<file path="config.mk">
export PLATFORM = sky130hd
export DESIGN_NAME = fuzzy_membership_evaluator_unit
export DESIGN_NICKNAME = d
export VERILOG_FILES = /design/src/sv/fme_pkg.sv /design/src/sv/fuzzy_membership_evaluator_unit.sv /design/src/sv/fme_front.sv /design/src/sv/fme_queue.sv /design/src/sv/fme_back.sv
export SDC_FILE = /design/constraint.sdc
export NUM_CORES = 2
export LEC_CHECK = 0
export BUFFER_PORTS_ARGS = -buffer_cell sky130_fd_sc_hd__buf_2
export CORE_MARGIN = 2
export CORE_UTILIZATION = 34
export DETAILED_ROUTE_END_ITERATION = 8
export GPL_ROUTABILITY_DRIVEN = 0
export GPL_TIMING_DRIVEN = 1
export RECOVER_POWER = 25
export SETUP_SLACK_MARGIN = 0.02
export SYNTH_ARGS = -nofsm -noshare
export SYNTH_HDL_FRONTEND = slang
export SYNTH_HIERARCHICAL = 1
export SYNTH_SLANG_ARGS = --single-unit
</file>
<file path="constraint.sdc">
create_clock -name clock -period 45.2 [get_ports clock]
set_input_delay 2.26 -clock clock [delete_from_list [all_inputs] [get_ports clock]]
set_output_delay 2.26 -clock clock [all_outputs]
set_load 0.005 [all_outputs]
</file>
<file path="src/sv/fme_pkg.sv">
// Shared constants and types of the fuzzy membership evaluator.
package fme_pkg;

   localparam int DATA_WIDTH_DEF = 16;
   localparam int FRAC_BITS_DEF  = 15;
   localparam int CSR_ADDR_WIDTH = 3;

   localparam logic [1:0] SHAPE_TRIANGLE  = 2'd0;
   localparam logic [1:0] SHAPE_GAMMA     = 2'd1;
   localparam logic [1:0] SHAPE_TRAPEZOID = 2'd2;
   localparam logic [1:0] SHAPE_SCURVE    = 2'd3;

   localparam logic [CSR_ADDR_WIDTH-1:0] CSR_SHAPE_MODE = 3'd0;
   localparam logic [CSR_ADDR_WIDTH-1:0] CSR_BP_FIRST   = 3'd1;
   localparam logic [CSR_ADDR_WIDTH-1:0] CSR_BP_SECOND  = 3'd2;
   localparam logic [CSR_ADDR_WIDTH-1:0] CSR_BP_THIRD   = 3'd3;
   localparam logic [CSR_ADDR_WIDTH-1:0] CSR_BP_FOURTH  = 3'd4;

   typedef enum logic [1:0] {
      POST_NONE,
      POST_SQUARE,
      POST_INV_SQUARE
   } post_type;

   typedef struct packed {
      post_type post;
      logic     force_one;
      logic     degenerate;
   } ctl_type;

endpackage

</file>
<file path="src/sv/fuzzy_membership_evaluator_unit.sv">
// Top level of the fuzzy membership evaluator: configuration registers and stream ports.
// Path: front register, queue, divider stages, squaring stage, output register.
// Throughput: one item per cycle unless stalled; one quotient bit per divider stage.
// A four-entry queue lets the front end keep accepting while the back end is stalled.
// Reset is synchronous and active high; it empties the pipeline and clears the
// shape mode and all breakpoints to zero.
module fuzzy_membership_evaluator_unit #(
   parameter int DATA_WIDTH = fme_pkg::DATA_WIDTH_DEF,
   parameter int FRAC_BITS  = fme_pkg::FRAC_BITS_DEF
) (
   input  logic                                 clock,
   input  logic                                 reset,
   input  logic                                 req_tvalid,
   output logic                                 req_tready,
   // sample
   input  logic [((DATA_WIDTH+7)/8)*8-1:0]      req_tdata,
   output logic                                 rsp_tvalid,
   input  logic                                 rsp_tready,
   // membership
   output logic [((FRAC_BITS+8)/8)*8-1:0]       rsp_tdata,
   // degenerate
   output logic                                 rsp_tuser,
   input  logic                                 csr_we,
   input  logic [fme_pkg::CSR_ADDR_WIDTH-1:0]   csr_addr,
   input  logic [DATA_WIDTH-1:0]                csr_wdata
);

   localparam int QW = 2 * DATA_WIDTH + $bits(fme_pkg::ctl_type);
   localparam int OW = ((FRAC_BITS + 8) / 8) * 8;

   logic [1:0]            shape_ff;
   logic [DATA_WIDTH-1:0] bp1_ff, bp2_ff, bp3_ff, bp4_ff;

   logic                  f_valid, f_ready, b_valid, b_ready;
   logic [DATA_WIDTH-1:0] f_num, f_den;
   fme_pkg::ctl_type      f_ctl;
   logic [QW-1:0]         q_out;
   logic [FRAC_BITS:0]    membership;

   always_ff @(posedge clock) begin
      if (reset) begin
         shape_ff <= '0;
         bp1_ff   <= '0;
         bp2_ff   <= '0;
         bp3_ff   <= '0;
         bp4_ff   <= '0;
      end else if (csr_we) begin
         case (csr_addr)
            fme_pkg::CSR_SHAPE_MODE: shape_ff <= csr_wdata[1:0];
            fme_pkg::CSR_BP_FIRST:   bp1_ff   <= csr_wdata;
            fme_pkg::CSR_BP_SECOND:  bp2_ff   <= csr_wdata;
            fme_pkg::CSR_BP_THIRD:   bp3_ff   <= csr_wdata;
            fme_pkg::CSR_BP_FOURTH:  bp4_ff   <= csr_wdata;
            default: ;
         endcase
      end
   end

   fme_front #(.DATA_WIDTH(DATA_WIDTH)) u_front (
      .clock      (clock),
      .reset      (reset),
      .in_valid   (req_tvalid),
      .in_ready   (req_tready),
      .sample     (req_tdata[DATA_WIDTH-1:0]),
      .shape_mode (shape_ff),
      .bp_first   (bp1_ff),
      .bp_second  (bp2_ff),
      .bp_third   (bp3_ff),
      .bp_fourth  (bp4_ff),
      .out_valid  (f_valid),
      .out_ready  (f_ready),
      .out_num    (f_num),
      .out_den    (f_den),
      .out_ctl    (f_ctl)
   );

   fme_queue #(.WIDTH(QW)) u_queue (
      .clock    (clock),
      .reset    (reset),
      .wr_valid (f_valid),
      .wr_ready (f_ready),
      .wr_data  ({f_ctl, f_num, f_den}),
      .rd_valid (b_valid),
      .rd_ready (b_ready),
      .rd_data  (q_out)
   );

   fme_back #(.DATA_WIDTH(DATA_WIDTH), .FRAC_BITS(FRAC_BITS)) u_back (
      .clock          (clock),
      .reset          (reset),
      .in_valid       (b_valid),
      .in_ready       (b_ready),
      .in_num         (q_out[2*DATA_WIDTH-1:DATA_WIDTH]),
      .in_den         (q_out[DATA_WIDTH-1:0]),
      .in_ctl         (fme_pkg::ctl_type'(q_out[QW-1:2*DATA_WIDTH])),
      .out_valid      (rsp_tvalid),
      .out_ready      (rsp_tready),
      .out_membership (membership),
      .out_degenerate (rsp_tuser)
   );

   assign rsp_tdata = OW'(membership);

endmodule

</file>
<file path="src/sv/fme_front.sv">
// Front end: classifies a sample against the breakpoints and forms the ratio operands.
module fme_front #(
   parameter int DATA_WIDTH = fme_pkg::DATA_WIDTH_DEF
) (
   input  logic                         clock,
   input  logic                         reset,
   input  logic                         in_valid,
   output logic                         in_ready,
   input  logic signed [DATA_WIDTH-1:0] sample,
   input  logic [1:0]                   shape_mode,
   input  logic signed [DATA_WIDTH-1:0] bp_first,
   input  logic signed [DATA_WIDTH-1:0] bp_second,
   input  logic signed [DATA_WIDTH-1:0] bp_third,
   input  logic signed [DATA_WIDTH-1:0] bp_fourth,
   output logic                         out_valid,
   input  logic                         out_ready,
   output logic [DATA_WIDTH-1:0]        out_num,
   output logic [DATA_WIDTH-1:0]        out_den,
   output fme_pkg::ctl_type             out_ctl
);

   localparam int EW = DATA_WIDTH + 2;

   logic signed [EW-1:0] x, p1, p2, p3, p4, num, den;
   logic                 direct_zero, direct_one, flag;
   fme_pkg::post_type    post;
   logic [DATA_WIDTH-1:0] num_in, den_in;
   fme_pkg::ctl_type     ctl_in;

   logic                  vld_ff;
   logic [DATA_WIDTH-1:0] num_ff, den_ff;
   fme_pkg::ctl_type      ctl_ff;

   assign x  = EW'(sample);
   assign p1 = EW'(bp_first);
   assign p2 = EW'(bp_second);
   assign p3 = EW'(bp_third);
   assign p4 = EW'(bp_fourth);

   always_comb begin
      direct_zero = 1'b0;
      direct_one  = 1'b0;
      flag        = 1'b0;
      post        = fme_pkg::POST_NONE;
      num         = '0;
      den         = EW'(1);
      case (shape_mode)
         fme_pkg::SHAPE_TRIANGLE: begin
            if (x <= p1 || x > p3) begin
               direct_zero = 1'b1;
            end else if (x <= p2) begin
               num = x - p1;
               den = p2 - p1;
            end else begin
               num = p3 - x;
               den = p3 - p2;
            end
         end
         fme_pkg::SHAPE_GAMMA: begin
            if (x <= p1) begin
               direct_zero = 1'b1;
            end else if (x < p2) begin
               num = x - p1;
               den = p2 - p1;
            end else begin
               direct_one = 1'b1;
            end
         end
         fme_pkg::SHAPE_TRAPEZOID: begin
            if (x <= p1 || x > p4) begin
               direct_zero = 1'b1;
            end else if (x <= p2) begin
               num = x - p1;
               den = p2 - p1;
            end else if (x <= p3) begin
               direct_one = 1'b1;
            end else begin
               num = p4 - x;
               den = p4 - p3;
            end
         end
         default: begin
            if (x < p1) begin
               direct_zero = 1'b1;
            end else if ((x <<< 1) <= p1 + p2) begin
               if (p2 - p1 <= 0) begin
                  direct_one = 1'b1;
                  flag       = 1'b1;
               end else begin
                  num  = x - p1;
                  den  = p2 - p1;
                  post = fme_pkg::POST_SQUARE;
               end
            end else if (x <= p2) begin
               num  = p2 - x;
               den  = p2 - p1;
               post = fme_pkg::POST_INV_SQUARE;
            end else begin
               direct_one = 1'b1;
            end
         end
      endcase
   end

   always_comb begin
      num_in           = '0;
      den_in           = DATA_WIDTH'(1);
      ctl_in.post      = post;
      ctl_in.force_one = 1'b0;
      ctl_in.degenerate = flag;
      if (direct_one) begin
         ctl_in.force_one = 1'b1;
      end else if (direct_zero) begin
         ctl_in.force_one = 1'b0;
      end else if (den <= 0) begin
         ctl_in.force_one = 1'b1;
      end else if (num <= 0) begin
         ctl_in.force_one = 1'b0;
      end else if (num >= den) begin
         ctl_in.force_one = 1'b1;
      end else begin
         num_in = num[DATA_WIDTH-1:0];
         den_in = den[DATA_WIDTH-1:0];
      end
   end

   assign in_ready = !vld_ff || out_ready;

   always_ff @(posedge clock) begin
      if (reset) begin
         vld_ff <= 1'b0;
      end else if (in_ready) begin
         vld_ff <= in_valid;
      end
   end

   always_ff @(posedge clock) begin
      if (in_ready && in_valid) begin
         num_ff <= num_in;
         den_ff <= den_in;
         ctl_ff <= ctl_in;
      end
   end

   assign out_valid = vld_ff;
   assign out_num   = num_ff;
   assign out_den   = den_ff;
   assign out_ctl   = ctl_ff;

endmodule

</file>
<file path="src/sv/fme_queue.sv">
// Short first-in first-out queue between the front and back ends.
module fme_queue #(
   parameter int WIDTH = 8
) (
   input  logic             clock,
   input  logic             reset,
   input  logic             wr_valid,
   output logic             wr_ready,
   input  logic [WIDTH-1:0] wr_data,
   output logic             rd_valid,
   input  logic             rd_ready,
   output logic [WIDTH-1:0] rd_data
);

   localparam int DEPTH = 4;
   localparam int PW    = $clog2(DEPTH);

   logic [WIDTH-1:0] mem_ff [DEPTH];
   logic [PW-1:0]    wptr_ff, rptr_ff;
   logic [PW:0]      count_ff;
   logic             push, pop;

   assign wr_ready = count_ff != (PW+1)'(DEPTH);
   assign rd_valid = count_ff != '0;
   assign push     = wr_valid && wr_ready;
   assign pop      = rd_valid && rd_ready;
   assign rd_data  = mem_ff[rptr_ff];

   always_ff @(posedge clock) begin
      if (reset) begin
         wptr_ff  <= '0;
         rptr_ff  <= '0;
         count_ff <= '0;
      end else begin
         if (push) wptr_ff <= wptr_ff + PW'(1);
         if (pop) rptr_ff <= rptr_ff + PW'(1);
         if (push && !pop) count_ff <= count_ff + (PW+1)'(1);
         else if (pop && !push) count_ff <= count_ff - (PW+1)'(1);
      end
   end

   always_ff @(posedge clock) begin
      if (push) mem_ff[wptr_ff] <= wr_data;
   end

endmodule

</file>
<file path="src/sv/fme_back.sv">
// Back end: pipelined restoring divider, squaring stage and output register.
module fme_back #(
   parameter int DATA_WIDTH = fme_pkg::DATA_WIDTH_DEF,
   parameter int FRAC_BITS  = fme_pkg::FRAC_BITS_DEF
) (
   input  logic                  clock,
   input  logic                  reset,
   input  logic                  in_valid,
   output logic                  in_ready,
   input  logic [DATA_WIDTH-1:0] in_num,
   input  logic [DATA_WIDTH-1:0] in_den,
   input  fme_pkg::ctl_type      in_ctl,
   output logic                  out_valid,
   input  logic                  out_ready,
   output logic [FRAC_BITS:0]    out_membership,
   output logic                  out_degenerate
);

   localparam int F  = FRAC_BITS;
   localparam int W  = DATA_WIDTH;
   localparam int PW = 2 * F + 2;
   localparam logic [F:0] ONE_Q = {1'b1, {F{1'b0}}};

   logic                adv;
   logic                vld_ff [F];
   logic [W-1:0]        rem_ff [F];
   logic [W-1:0]        den_ff [F];
   logic [F-1:0]        quo_ff [F];
   fme_pkg::ctl_type    ctl_ff [F];

   logic [F:0]          q_final;
   logic                mvld_ff;
   logic [F:0]          mq_ff;
   logic [PW-1:0]       prod_ff;
   fme_pkg::ctl_type    mctl_ff;

   logic [PW-1:0]       sq;
   logic [F:0]          mem_in;
   logic                ovld_ff;
   logic [F:0]          omem_ff;
   logic                odeg_ff;

   assign adv      = !ovld_ff || out_ready;
   assign in_ready = adv;

   for (genvar k = 0; k < F; k++) begin : g_div
      logic [W-1:0]     src_rem, src_den, rem_in;
      logic [F-1:0]     src_quo;
      fme_pkg::ctl_type src_ctl;
      logic             src_vld;
      logic [W:0]       r2, diff;
      logic             ge;
      if (k == 0) begin : g_first
         assign src_rem = in_num;
         assign src_den = in_den;
         assign src_quo = '0;
         assign src_ctl = in_ctl;
         assign src_vld = in_valid;
      end else begin : g_next
         assign src_rem = rem_ff[k-1];
         assign src_den = den_ff[k-1];
         assign src_quo = quo_ff[k-1];
         assign src_ctl = ctl_ff[k-1];
         assign src_vld = vld_ff[k-1];
      end
      assign r2     = {src_rem, 1'b0};
      assign diff   = r2 - {1'b0, src_den};
      assign ge     = r2 >= {1'b0, src_den};
      assign rem_in = ge ? diff[W-1:0] : r2[W-1:0];

      always_ff @(posedge clock) begin
         if (reset) begin
            vld_ff[k] <= 1'b0;
         end else if (adv) begin
            vld_ff[k] <= src_vld;
         end
      end

      always_ff @(posedge clock) begin
         if (adv) begin
            rem_ff[k] <= rem_in;
            den_ff[k] <= src_den;
            quo_ff[k] <= {src_quo[F-2:0], ge};
            ctl_ff[k] <= src_ctl;
         end
      end
   end

   assign q_final = ctl_ff[F-1].force_one ? ONE_Q : {1'b0, quo_ff[F-1]};

   always_comb begin
      sq = prod_ff >> (F - 1);
      case (mctl_ff.post)
         fme_pkg::POST_SQUARE: mem_in = (sq > PW'(ONE_Q)) ? ONE_Q : sq[F:0];
         fme_pkg::POST_INV_SQUARE: mem_in = (sq >= PW'(ONE_Q)) ? '0 : ONE_Q - sq[F:0];
         default: mem_in = mq_ff;
      endcase
   end

   always_ff @(posedge clock) begin
      if (reset) begin
         mvld_ff <= 1'b0;
         ovld_ff <= 1'b0;
      end else if (adv) begin
         mvld_ff <= vld_ff[F-1];
         ovld_ff <= mvld_ff;
      end
   end

   always_ff @(posedge clock) begin
      if (adv) begin
         mq_ff   <= q_final;
         prod_ff <= PW'(q_final) * PW'(q_final);
         mctl_ff <= ctl_ff[F-1];
         omem_ff <= mem_in;
         odeg_ff <= mctl_ff.degenerate;
      end
   end

   assign out_valid      = ovld_ff;
   assign out_membership = omem_ff;
   assign out_degenerate = odeg_ff;

endmodule
</file>
## After elaboration in Yosys (flattened, before gate mapping)

Memory sizes are Yosys's and may differ from the RTL's. A register that Yosys moved wholly into a read port is not among the register bits.
Index checks and enable logic that the tools add are counted.

- $add $sub $neg: 29
- Multipliers: 1
- Order comparisons: 29
- Equal/unequal tests: 9
- Multiplexer cells: 92
- Bitwise logic cells: 16
- Reduce and logical (&&, ||, !) cells: 25

Operators by type and width:

| operator | number |
|---|---|
| $mux 18 | 22 |
| $mux 16 | 18 |
| $ge 17x16->1 | 15 |
| $sub 16x16->16 | 15 |
| $sub 16x16->17 | 8 |
| $pmux 18 s3 | 2 |
| $le 16x16->1 | 3 |
| $mux 1 | 41 |
| $le 18x1->1 const B | 2 |
| $gt 16x16->1 | 2 |
| $le 32x1->1 const B | 1 |
| $lt 16x16->1 | 2 |
| $mul 16x16->32 | 1 |
| $pmux 16 s2 | 1 |
| $ge 18x16->1 const B | 1 |
| $ge 18x18->1 | 1 |
| $gt 18x16->1 const B | 1 |
| $add 16x16->17 | 1 |
| $le 17x17->1 | 1 |
| $sub 16x16->16 const A | 1 |
| $or 1x1->1 | 15 |
| $reduce_and 2->1 | 5 |
| $reduce_or 5->1 | 2 |
| $mux 2 | 4 |
| other kinds (20) | 36 |

- Bits in registers: 179
- Bits in writable memories: 924
- Bits of input ports: 40
- Output and inout port bits: 19
- Logic and storage cells: 228
- Memories kept: 6

Memory list:

| name | depth | bits a word | rd ports | clocked after Yosys merged registers in | write ports | RTL line | source |
|---|---|---|---|---|---|---|---|
| u_back.den_ff | 15 | 16 | 14 | 0 | 15 | fme_back.sv:27 | `logic [W-1:0] den_ff [F];` |
| u_back.rem_ff | 15 | 16 | 14 | 0 | 15 | fme_back.sv:26 | `logic [W-1:0] rem_ff [F];` |
| u_back.quo_ff | 15 | 15 | 15 | 0 | 15 | fme_back.sv:28 | `logic [F-1:0] quo_ff [F];` |
| u_queue.mem_ff | 4 | 36 | 1 | 1 | 1 | fme_queue.sv:18 | `logic [WIDTH-1:0] mem_ff [DEPTH];` |
| u_back.ctl_ff | 15 | 4 | 15 | 0 | 15 | fme_back.sv:29 | `fme_pkg::ctl_type ctl_ff [F];` |
| u_back.vld_ff | 15 | 1 | 15 | 1 | 15 | fme_back.sv:25 | `logic vld_ff [F];` |

## Depth between registers and ports, before layout

- Depth after elaboration: 11
- Gate-level depth with buffers: 41
- Mapped depth without buffers: 37

## By module

The synthesis kept the hierarchy.

Modules (own cells, without submodules):

| module | instances | cells each | area an instance (um2) |
|---|---|---|---|
| fme_back | 1 | 3601 | 42675.9 |
| fme_front | 1 | 1430 | 10734.0 |
| fme_queue | 1 | 236 | 5714.2 |
| fuzzy_membership_evaluator_unit | 1 | 238 | 2666.3 |

## Worst setup path after synthesis

OpenSTA, ideal clock, no wires.

- Path kind: input to register
- Start point: in rsp_tready
- End point: reg u_queue.count_ff[2]
- Data arrival time: 18.610 ns
- Setup slack: 26.520 ns
- Stages: 9
- Path through: nor2b_1 -> inv_1 -> o31ai_1 -> ha_1 -> inv_1 -> fa_1 -> xor2_1 -> or3_1 -> a21oi_1

- Longest elaborated chain between the ends: 5

Ends and longest elaborated chain:

| element | RTL line | source |
|---|---|---|
| start, declared | fuzzy_membership_evaluator_unit.sv:18 | `input logic rsp_tready,` |
| $logic_or 1x1->1 (*) | fme_back.sv:43 | `assign adv = !ovld_ff \|\| out_ready;` |
| named net b_ready | fuzzy_membership_evaluator_unit.sv:34 | `logic f_valid, f_ready, b_valid, b_ready;` |
| $logic_and 1x1->1 (*) | fme_queue.sv:26 | `assign pop = rd_valid && rd_ready;` |
| $logic_not 1->1 | fme_queue.sv:37 | `if (push && !pop) count_ff <= count_ff + (PW+1)'(1);` |
| $logic_and 1x1->1 | fme_queue.sv:37 |  |
| $mux 3 or $reduce_bool 2->1 (tied branches) | - |  |
| end signal, assigned | fme_queue.sv:37 |  |
| end signal, assigned | fme_queue.sv:38 | `else if (pop && !push) count_ff <= count_ff - (PW+1)'(1);` |
| end, declared | fme_queue.sv:20 | `logic [PW:0] count_ff;` |

The timed path passes the listed nets; every way through them passes the cells marked *.
A chain may end at the register's enable or synchronous reset.

## Worst setup path in the final report

- Start point: reg bp2_ff[1]
- End point: reg u_front.den_ff[1], in the netlist u_front/out_den[1] (data pin)

- Longest elaborated chain between the ends: 8

Ends and longest elaborated chain:

| element | RTL line | source |
|---|---|---|
| start, declared | fuzzy_membership_evaluator_unit.sv:32 | `logic [DATA_WIDTH-1:0] bp1_ff, bp2_ff, bp3_ff, bp4_ff;` |
| start signal, assigned | fuzzy_membership_evaluator_unit.sv:51 | `fme_pkg::CSR_BP_SECOND: bp2_ff <= csr_wdata;` |
| $sub 16x16->17 | fme_front.sv:86 | `if (p2 - p1 <= 0) begin` |
| $le 32x1->1 | fme_front.sv:86 |  |
| $mux 18 | fme_front.sv:86 |  |
| $mux 18 | fme_front.sv:85 | `end else if ((x <<< 1) <= p1 + p2) begin` |
| $mux 18 | fme_front.sv:83 | `if (x < p1) begin` |
| $pmux 18 s3 (*) | fme_front.sv:47 | `case (shape_mode)` |
| named net u_front.den[0] | fme_front.sv:24 | `logic signed [EW-1:0] x, p1, p2, p3, p4, num, den;` |
| $ge 18x18->1 or $le 18x1->1 (tied branches) | fme_front.sv:119, fme_front.sv:115 |  |
| $reduce_or 5->1 (no source line) (*) | - |  |
| end signal, assigned | fme_front.sv:140 | `den_ff <= den_in;` |
| end, declared | fme_front.sv:31 | `logic [DATA_WIDTH-1:0] num_ff, den_ff;` |

Marks and branches as above.

==> results.cfg <==
[cells_and_area]
stdcell_count = 8058
layout_common_cells = sky130_fd_sc_hd__edfxtp_1 (877), sky130_fd_sc_hd__inv_1 (663), sky130_fd_sc_hd__ha_1 (509)
antenna-diode-count = 0
final_net_count = 6332
finalCoreUtilization_pct = 37.92
areaGrowthSynthToFinish_pct = 10.91
layout-drive-gt1-share_pct = 9.441
stdcell_area_um2 = 68530
mostFrequentLayoutCell = sky130_fd_sc_hd__edfxtp_1

[logic_synthesis]
ys.warnings.count = 6
synth-edff-count = 877
synth_area_um2 = 61790
postSynth.asyncResetShare_pct = 0
ys_seq_elements = 955
dominantRegCellSynth = sky130_fd_sc_hd__edfxtp_1
postSynthCellCount = 5505
ys_seq_area_share_pct = 45.15
synth_cell_type_count = 109
postSynthAreaPerCell_um2 = 11.22

[grt]
groute.layer.met3.usage_pct = 2.686
vias_in_the_first_global_route = 41310
globalRouteTotalUtil_pct = 15.61
grt_antenna_before_repair = 0
gr_met2_demand_resource_pct = 26.07
largest_net_degree_at_the_start_of_global_routing = 207
global_route.peak_usage_layer = met2
use_met1_pct = 19.88
globalRoute.totalOverflow = 0
first_pass_grt_wire_length_um = 230200

[worst_setup_path]
crit_path_max_fanout = 21
criticalPathCategory = flip-flop to flip-flop
worstSetupStartpoint = bp2_ff[1]
critical_path_at_ns = 9.53
required_ns = 45.75
crit_slowest_cell = sky130_fd_sc_hd__o2bb2ai_1
worst_r2r_startpoint = bp2_ff[1]
path_common_cell = sky130_fd_sc_hd__a21oi_1
crit_path_end_kind = flip-flop
worst_setup_path_start_kind = flip-flop
slowest_delay_ns = 0.82

[drt]
drt_first_iter_violations = 2893
detailroute.via_count = 41810
avgRoutedWirePerCell_um = 18.22
wirelength_um = 146800
post_drt_via_cell_ratio = 5.188
detailed_routing_iterations_pass_1 = 6
ant_nets = 0
remaining_drc_errors = 0

[cts]
clock_insertion_delay_worst_skew_ns = 0.76
cts_hold_repair.buffers = 0
cts_buffers = 108
cts_sinks = 955
cts_post_setup_buffers_inserted = 0
tritoncts = built
clk_transition_reported_paths_ns = 0.06
clock_tree.buffer_depth = 3
htree_levels = 3
clock-root-buffer = sky130_fd_sc_hd__clkbuf_16
cts_repair_resize_count = 0

[die]
die_width_um = 430.3
die_area_um2 = 185200
floorplan.core_area_um2 = 180700
floorplan.die.height_um = 430.3
starting_density_of_the_core_pct = 34.19
ioPinCount = 59
placement_rows = 156

[run_status]
run_status = complete, no violations

[hold_path]
worstHoldStart = u_back/quo_ff[1][37]
hold_path.class = flip-flop to flip-flop

[timing]
relative_slew_slack_pct = 23.64
final-hold-violation-count = 0
fin_tns_setup_ns = 0
finalMaxSlewViolations = 0
setup_viol_count_final = 0
worst_clock_skew_ns = 0.05426
min_period_ns = 8.985
timing.final.crit_share_pct = 19.88
max_clock_freq_mhz = 111.3
grt_setup_unrepaired = no
max_slew.worst_pin.slew_ns = 1.135

[placed_design]
io_buffers = 58
postPlaceCellArea_um2 = 64740
hpwlAfterDp_um = 109900
placed_cells = 7855

[job]
max_cap_violations = 0
==> metrics by stage <==
step           setup WS, ns  hold WS (ns)
2_1_floorplan         26.52        0.4003
3_3_place_gp          36.67        0.4006
3_5_place_dp          36.56        0.4045
4_1_cts               36.52        0.3989
5_1_grt               35.76        0.4155
6_report              36.21        0.3976
==> cell type report <==
class                   instances  area (µm²)
clock buffers                 133        2860
clock inverters                70       930.9
fillers                     17490      112200
inverters                     666        2507
multi-input cells            3772       30800
flip-flops and latches        955       27900
well taps                    2370        2965
repair buffers                 92       570.5
==> flip-flops by register name, summed over array words and instances (netlist names), 16 cells and up, named ones only <==
register               flops
bp2_ff                    16
u_back/rem_ff            224
u_back/den_ff            224
bp3_ff                    16
bp4_ff                    16
u_back/quo_ff            120
u_queue/mem_ff           144
u_front/out_den           16
bp1_ff                    16
u_back/prod_ff            18
u_back/out_membership     16
u_front/out_num           16
u_back/ctl_ff             60
u_back/mq_ff              16
==> cell families (layout without fill, tap and decap cells) <==
kind of cell,Yosys count,in the layout,synth area share (%)
and+or+nand+nor,1327,1327,11.15
AOI/OAI and AO/OA,1159,1159,12.39
DFF,955,955,45.15
buffers and inverters,800,961,5.166
adders and majority gates,697,697,16.40
muxes,292,292,5.866
xor gates and xnor gates,273,273,3.870
other,2,24,0.01215
==> critical path, delay by kind of cell, from the launching register on <==
kind                       cells  cell delay, ns
AOI/OAI and AO/OA             23            5.42
adders and majority gates      3            0.89
buffers and inverters          2            0.46
DFF                            1            0.46
and+or+nand+nor                8            1.53
==> metal layers <==
layer	wire, µm	vias to the layer above	part of all wire (%)
met2	69140	1185	47
met4	6450	0	4.4
met3	7957	323	5.4
met5	0	-	0
met1	63290	20220	43
li1	-	20080	-
==> synth_stat cells, types with 86 or more instances <==
| master | count | area (µm²) |
|---|---|---|
| sky130_fd_sc_hd__nand2_1 | 299 | 1122 |
| sky130_fd_sc_hd__mux2i_1 | 94 | 940.9 |
| sky130_fd_sc_hd__a21oi_1 | 307 | 1536 |
| sky130_fd_sc_hd__a21o_1 | 143 | 1074 |
| sky130_fd_sc_hd__edfxtp_1 | 877 | 26340 |
| sky130_fd_sc_hd__xor2_1 | 87 | 762.0 |
| sky130_fd_sc_hd__and2_1 | 86 | 538.0 |
| sky130_fd_sc_hd__mux2_2 | 155 | 1745 |
| sky130_fd_sc_hd__xnor2_1 | 186 | 1629 |
| sky130_fd_sc_hd__o21ai_0 | 204 | 1021 |
| sky130_fd_sc_hd__nand2b_1 | 152 | 950.9 |
| sky130_fd_sc_hd__nor2_1 | 285 | 1070 |
| sky130_fd_sc_hd__fa_1 | 188 | 3764 |
| sky130_fd_sc_hd__ha_1 | 509 | 6369 |
| sky130_fd_sc_hd__inv_1 | 664 | 2492 |
==> final timing paths <==
| check | endpoint | slack, ns | cells after the start |
|---|---|---|---|
| min | u_back/quo_ff[1][53] | 0.40 | 0 |
| max reg2reg | u_front/out_den[1] | 36.21 | 36 |
| min reg2reg | u_back/quo_ff[1][53] | 0.40 | 0 |
| max | u_front/out_den[1] | 36.21 | 36 |
Power is left out: the tool's default activity adds up to more than one toggle a clock period on the data nets, which glitch-free logic cannot reach.
